$ cat src/rtl/core/rdpp_pkg.sv
// Package for the display pixel packer: sizes, codes and shared types.
package rdpp_pkg;

  localparam int PALETTE_ENTRIES = 256;
  localparam int IDX_W = $clog2(PALETTE_ENTRIES);
  localparam int CHAN_W = 16;
  localparam int SUM_W = 18;
  localparam logic [SUM_W-1:0] BEST_INIT = SUM_W'(3 * 65536);

  typedef enum logic {
    FUNC_WRITE   = 1'b0,
    FUNC_CONVERT = 1'b1
  } func_e;

  typedef enum logic [1:0] {
    FMT_PALETTE = 2'd0,
    FMT_RGB555  = 2'd1,
    FMT_RGB565  = 2'd2,
    FMT_DIRECT  = 2'd3
  } fmt_e;

  typedef enum logic [2:0] {
    ORD_RGB = 3'd0,
    ORD_RBG = 3'd1,
    ORD_BRG = 3'd2,
    ORD_BGR = 3'd3,
    ORD_GRB = 3'd4,
    ORD_GBR = 3'd5
  } order_e;

  typedef enum logic [2:0] {
    CFG_PIXEL_FORMAT  = 3'd0,
    CFG_CHANNEL_ORDER = 3'd1,
    CFG_MASK_ENABLE   = 3'd2,
    CFG_MASK_RED      = 3'd3,
    CFG_MASK_GREEN    = 3'd4,
    CFG_MASK_BLUE     = 3'd5
  } cfg_reg_e;

  typedef enum logic [1:0] {
    ST_IDLE,
    ST_SCAN,
    ST_HOLD
  } state_e;

  typedef struct packed {
    logic [CHAN_W-1:0] blue;
    logic [CHAN_W-1:0] green;
    logic [CHAN_W-1:0] red;
  } pal_entry_t;

  typedef struct packed {
    logic             en;
    logic [IDX_W-1:0] addr;
  } rd_req_t;

  typedef struct packed {
    logic             done;
    logic [IDX_W-1:0] index;
  } search_res_t;

endpackage

$ cat src/rtl/core/rdpp_search.sv
// Nearest palette entry search: sweeps the palette RAM and keeps the best match.
module rdpp_search
  import rdpp_pkg::*;
(
  input  logic        clk_i,
  input  logic        rst_ni,
  input  logic        start_i,
  input  logic [7:0]  red_i,
  input  logic [7:0]  green_i,
  input  logic [7:0]  blue_i,
  output rd_req_t     rd_req_o,
  input  pal_entry_t  rd_data_i,
  output search_res_t res_o
);

  localparam logic [IDX_W-1:0] LAST_IDX = IDX_W'(PALETTE_ENTRIES - 1);

  logic             issue_q, rvalid_q, svalid_q, done_q;
  logic             rlast_q, slast_q;
  logic [IDX_W-1:0] addr_q, ridx_q, sidx_q, best_idx_q;
  logic [SUM_W-1:0] sum_q, best_sum_q, sum_d;
  logic [7:0]       red_q, green_q, blue_q;
  logic [CHAN_W-1:0] dr, dg, db, tr, tg, tb;

  always_comb begin
    tr = {red_q, 8'h00};
    tg = {green_q, 8'h00};
    tb = {blue_q, 8'h00};
    dr = (tr > rd_data_i.red)   ? tr - rd_data_i.red   : rd_data_i.red - tr;
    dg = (tg > rd_data_i.green) ? tg - rd_data_i.green : rd_data_i.green - tg;
    db = (tb > rd_data_i.blue)  ? tb - rd_data_i.blue  : rd_data_i.blue - tb;
    sum_d = SUM_W'(dr) + SUM_W'(dg) + SUM_W'(db);
  end

  always_ff @(posedge clk_i or negedge rst_ni) begin
    if (!rst_ni) begin
      issue_q  <= 1'b0;
      rvalid_q <= 1'b0;
      svalid_q <= 1'b0;
      done_q   <= 1'b0;
    end else begin
      if (start_i) begin
        issue_q <= 1'b1;
      end else if (issue_q && addr_q == LAST_IDX) begin
        issue_q <= 1'b0;
      end
      rvalid_q <= issue_q;
      svalid_q <= rvalid_q;
      done_q   <= svalid_q && slast_q;
    end
  end

  always_ff @(posedge clk_i) begin
    if (start_i) begin
      addr_q     <= '0;
      red_q      <= red_i;
      green_q    <= green_i;
      blue_q     <= blue_i;
      best_sum_q <= BEST_INIT;
      best_idx_q <= '0;
    end else begin
      if (issue_q) begin
        addr_q <= addr_q + 1'b1;
      end
      if (svalid_q && sum_q < best_sum_q) begin
        best_sum_q <= sum_q;
        best_idx_q <= sidx_q;
      end
    end
    ridx_q  <= addr_q;
    rlast_q <= (addr_q == LAST_IDX);
    sum_q   <= sum_d;
    sidx_q  <= ridx_q;
    slast_q <= rlast_q;
  end

  assign rd_req_o.en   = issue_q;
  assign rd_req_o.addr = addr_q;
  assign res_o.done    = done_q;
  assign res_o.index   = best_idx_q;

endmodule

$ cat config.mk
export PLATFORM = sky130hd
export DESIGN_NAME = rdpp_search
export DESIGN_NICKNAME = d
export VERILOG_FILES = /design/src/rtl/core/rdpp_pkg.sv /design/src/rtl/core/rdpp_search.sv
export SDC_FILE = /design/constraint.sdc
export NUM_CORES = 1
export LEC_CHECK = 0
export BUFFER_PORTS_ARGS = -buffer_cell sky130_fd_sc_hd__buf_2
export CAP_MARGIN = 20
export CELL_PAD_IN_SITES_DETAIL_PLACEMENT = 2
export CELL_PAD_IN_SITES_GLOBAL_PLACEMENT = 2
export CORE_MARGIN = 5
export CORE_UTILIZATION = 36
export CTS_CLUSTER_DIAMETER = 100
export DETAILED_ROUTE_END_ITERATION = 8
export PLACE_DENSITY = 0.78
export REMOVE_ABC_BUFFERS = 1
export SLEW_MARGIN = 0
export SYNTH_ARGS = -nofsm -noshare
export SYNTH_HDL_FRONTEND = slang
export SYNTH_SLANG_ARGS = --single-unit
$ cat constraint.sdc
create_clock -name clk_i -period 6.1 [get_ports clk_i]
set_clock_uncertainty 0.2 [all_clocks]
set_input_delay 1.525 -clock clk_i [delete_from_list [all_inputs] [get_ports clk_i]]
set_output_delay 1.525 -clock clk_i [all_outputs]
set_load 0.005 [all_outputs]
======== Yosys cells after proc, flatten, opt, wreduce, memory -nomap -nowiden ========
Index checks and enable logic that the tools add are counted.
operators by class
  $add $sub $neg .......................... 9
  $lt $le $gt $ge ......................... 4
  eq/ne operators ......................... 1
  muxes and demuxes ....................... 5
  reduce and logical (&&, ||, !) cells .... 4
operators with widths
  cell                 number
  $sub 16x16->16       6
  $gt 16x16->1         3
  $mux 16              3
  $add 17x16->18       1
  $lt 18x18->1         1
  $add 16x16->17       1
  $add 8x1->8 const B  1
  $eq 8x8->1 const B   1
  $logic_and 1x1->1    3
  $mux 1               2
  $reduce_bool 2->1    1
word-level totals
  register bits ........................... 98
  input bits .............................. 75
  output and inout port bits .............. 18
  logic and storage cells ................. 38

======== Logic depth before layout (Yosys ltp) ========
  word-level depth ........................ 4
  gate-level depth with buffers ........... 20
  depth with buffers taken out ............ 18

======== Worst setup path before layout ========
Ideal clock, no wire load.
  kind .................................... input-to-reg
  from .................................... in rd_data_i[29] (netlist name)
  to ...................................... reg sum_q[17]
  library setup time ...................... 0.124 ns
  data arrival time ....................... 5.357 ns
  required time ........................... 5.776 ns
  slack ................................... 0.419 ns
  cell stages on the path ................. 18
  buffers on the path ..................... 2
  cell sequence ........................... inv_1 > ha_1 > clkbuf_1 > nand4_1 > o21ai_1 > o31a_1 > clkbuf_1 > mux2i_1 > fa_1 > inv_1 > ha_1 > fa_1 > a211oi_1 > o21bai_1 > a21oi_1 > o211ai_1 > a31oi_1 > o21ai_0
on the way
  longest elaborated chain between the ends .. 4
  elaborated cells between the ends (all ways) .. 6
  those cells by class .................... 4 x add/sub; 1 x order compare; 1 x mux
RTL lines
  what                                            RTL line           RTL
  from (decl)                                     rdpp_search.sv:12  input pal_entry_t rd_data_i,
  $sub 16x16->16 or $gt 16x16->1 (tied branches)  rdpp_search.sv:30  dg = (tg > rd_data_i.green) ? tg - rd_data_i.green : rd_data_i.green - tg;
  $mux 16 (*)                                     rdpp_search.sv:30
  $add 16x16->17 (*)                              rdpp_search.sv:32  sum_d = SUM_W'(dr) + SUM_W'(dg) + SUM_W'(db);
  $add 17x16->18 (*)                              rdpp_search.sv:32
  via sum_d[17]                                   rdpp_search.sv:21  logic [SUM_W-1:0] sum_q, best_sum_q, sum_d;
  to (signal assigned)                            rdpp_search.sv:72  sum_q <= sum_d;
  to (decl)                                       rdpp_search.sv:21
The timed path passes the listed nets; every way through them passes the cells marked *.
A chain may end at the register's enable or synchronous reset.

======== Final worst setup path ========
  from .................................... in rd_data_i[11] (netlist name)
  to ...................................... reg sum_q[17]
on the way
  longest elaborated chain between the ends .. 4
  elaborated cells between the ends (all ways) .. 6
  those cells by class .................... 4 x add/sub; 1 x order compare; 1 x mux
RTL lines
  what                                            RTL line           RTL
  $sub 16x16->16 or $gt 16x16->1 (tied branches)  rdpp_search.sv:29  dr = (tr > rd_data_i.red) ? tr - rd_data_i.red : rd_data_i.red - tr;
  $mux 16 (*)                                     rdpp_search.sv:29
  $add 16x16->17 (*)                              rdpp_search.sv:32
  $add 17x16->18 (*)                              rdpp_search.sv:32
  via sum_d[17]                                   rdpp_search.sv:21
Marks and branches as above.

==> metrics <==
flops & latches, synth roughly 100; H-Tree Depth 3; kind of start point of the critical path input pin; HP Class flip-flop to flip-flop; DP Cell Count ~1100; chip width about 150 µm; DRT Pass-1 Iters 4; area of the mapped netlist 7080 µm²; Hold Crit Start ridx_q[7]; setup TNS 0 ns; initial core utilization 36.5%; total power ~3.5 mW; status finished, final reports clean; Reg power frac about a quarter; Layout fillers around 2200; Clk pwr share between 15 and 20%; Core ar. about 19000 µm²; FF-to-FF End sum_q[17]; internal power 1.97 mW; Critical R2R Launch red_q[3]; initial antenna violation count 0; Worst Reg-to-Reg Cells 16; worst-case clock buffer depth 2; area grow syn2layout 15.6%; Yosys top cell area share roughly a fifth; setup bufs post-CTS 0; # diodes 0; post-CTS sizing 0; most common cell in the netlist inv_1; crit-path max FO 10; crit-path leading delay family compound AO/OA/AOI/OAI gates; Synth area leaders dfxtp_1 20%, ha_1 14%, edfxtp_1 10%, fa_1 5.7%, inv_1 5.6%; Setup violations, final 0; area of the multi-input gates between 4000 and 5000 µm²; Post-synth EDFFs 24; CTS tree done; routed vias/inst between 5 and 6; GRT Residual Overflow 0; hold_buf cts 0; cell breakdown of the critical path buf_2 > inv_1 > ha_1 > a21o_1 > a31oi_1 > o211ai_1 > o31ai_4 > mux2i_1 > fa_1 > inv_1 > ha_1 > fa_1 > a211oi_1 > o21bai_1 > a21oi_1 > o211ai_1 > a31oi_1 > o21ai_0; Pwr Density 430 nW/µm²; fin. max-slew vios 0; leakage 3.89 nW; layout cell share with drive strength beyond 1 between 10% and 20%; CTS root buffer clkbuf_16; Min-Delay Endpoint sidx_q[7]; 1st-iter DRT viols around 130; Setup CP Type input pin to flip-flop; Tightest Pin Transition between 0.9 and 1 ns; CP endpoint kind flip-flop; GRT Overall Usage between 10% and 20%; CTS clk-pin slew, worst paths 0.08 ns; Worst path max stage delay approximately 0.54 ns; clock sinks 98; Sw Share 43.9%; first-pass GRT wire length ~35000 µm; Worst VDD drop about 0.17 mV; reg-to-reg slack, setup roughly 1.3 ns; total CTS buffers 9; Layout Nets roughly 1100; Mapped Avg Cell Area around 9.0 µm²; final wirelength ~21000 µm; Peak Freq between 150 and 200 MHz; post-synth top area cell dfxtp_1; Slew HR a little over a third; register area 2220 µm²; sw power about 1.5 mW; predominant post-synthesis flop cell dfxtp_1; Post-DP HPWL 16600 µm; Post-synth ARST share a little over 4%; Crit-path slowest cell fa_1; DR DRC count 0; post-route insts no fill about 1100; Tcrit/Tclk final ~93%; Yosys warning count 0; vias in the first global route 6923; Max-Cap Viols 0; routed via count 5965; post-route minimum period approximately 5.7 ns; crit path DAT between 5 and 6 ns; Synth cell types 68; largest net degree at the start of global routing slightly below 60; drt wl/cell between 15 and 20 µm; Rows 51; Levels on crit path 18; RSZ-0062 raised after global routing false; die height 150 µm; die area between 20000 and 25000 µm²; IO Pins 93; Comb pwr share roughly 56%; port bufs between 90 and 100; Hold Violations, Final 0; Post-DRT Antenna Nets 0; Critical Path RT 6.15 ns; Synth top cells by count 105 x inv_1, 81 x ha_1, 70 x dfxtp_1; hold depth 0; register area share after synthesis 31.4%; worst-skew pair later-pin latency ~0.36 ns; Post-Synthesis Cells 787; gpl congestion 0.853; crit path buf inv count 3
## worst reg2reg max path, cell delays in order, from the launching register on
cell      delay [ns]
edfxtp_1        0.40
ha_1            0.52
a21o_1          0.21
a31oi_1         0.05
o211ai_1        0.39
o31ai_4         0.16
mux2i_1         0.18
fa_1            0.54
inv_1           0.04
ha_1            0.22
fa_1            0.45
a211oi_1        0.35
o21bai_1        0.13
a21oi_1         0.33
o211ai_1        0.17
a31oi_1         0.26
o21ai_0         0.11
## power by group through the flow
stage                     clock [mW]  sequential [mW]  combinational [mW]
after detailed placement           0            0.914                1.98
after CTS                      0.646            0.902                2.00
final                          0.631            0.900                1.99
after global placement             0            0.902                1.84
after global routing           0.677            0.916                2.25
after floorplan                    0            0.881                1.41
## placed cells by master, fill, tap and decap left out, types with 20 or more instances in the layout
cell type and instances:
a21o_1 23, a21oi_1 61, buf_2 92, dfxtp_1 70, edfxtp_1 24, fa_1 20
ha_1 81, inv_1 105, mux2i_1 22, nand2_1 37, nand3_1 42, nor2_1 34
o21ai_0 47, xnor2_1 29, xor2_1 31
## metrics by stage
stage	util (%)	hold WS, ns	worst slack (ns)	instance area [µm²]
floorplan	-	0.110	0.343	6930
global placement	40.5	0.115	0.262	7860
detailed placement	40.5	0.115	0.120	7860
CTS	42.1	0.137	0.442	8170
global route	42.2	0.144	0.0913	8180
finish	42.2	0.136	0.406	8180
## sequential cells by signal (all words and copies together) (netlist names)
register    cells
best_sum_q     18
sum_q          18
addr_q          8
best_idx_q      8
blue_q          8
green_q         8
red_q           8
ridx_q          8
sidx_q          8
done_q          1
issue_q         1
rlast_q         1
rvalid_q        1
slast_q         1
svalid_q        1
## worst max-delay path by stage
stage / from / endpoint / slack, ns
after floorplan: rd_data_i[8] / sum_q[17] / 0.34
after global placement: rd_data_i[11] / sum_q[17] / 0.26
after detailed placement: rd_data_i[45] / sum_q[17] / 0.12
after CTS: rd_data_i[11] / sum_q[15] / 0.44
after global routing: rd_data_i[11] / sum_q[17] / 0.09
final: rd_data_i[11] / sum_q[17] / 0.41
## kinds of logic after synthesis
group | Yosys count | share of synthesized area, %
flops | 98 | 31.4
fa+ha+maj | 101 | 20.0
buf+inv | 133 | 7.65
simple gates | 174 | 12.7
compound gates | 198 | 17.6
xor+xnor | 60 | 7.42
mux | 23 | 3.27
## per-layer routing
layer / share of wire [%] / wire [µm] / GRT usage [%] / up-vias
met5: 0 / 0 / 0 / -
met4: 1.9 / 391 / 5.26 / 0
met3: 2.5 / 531 / 2.44 / 24
met2: 53 / 11300 / 37.1 / 82
met1: 42 / 8940 / 22.4 / 2961
li1: - / - / - / 2898
## cell type report
class                           count  area share [%]
Inverter                          105            4.82
Timing Repair Buffer              109            7.23
Multi-Input combinational cell    556            52.9
Sequential cell                    98            27.2
Tap cell                          265            4.05
Clock buffer                        9            2.75
Clock inverter                      7            1.13
No activity file was read; power rests on OpenSTA's default activity.
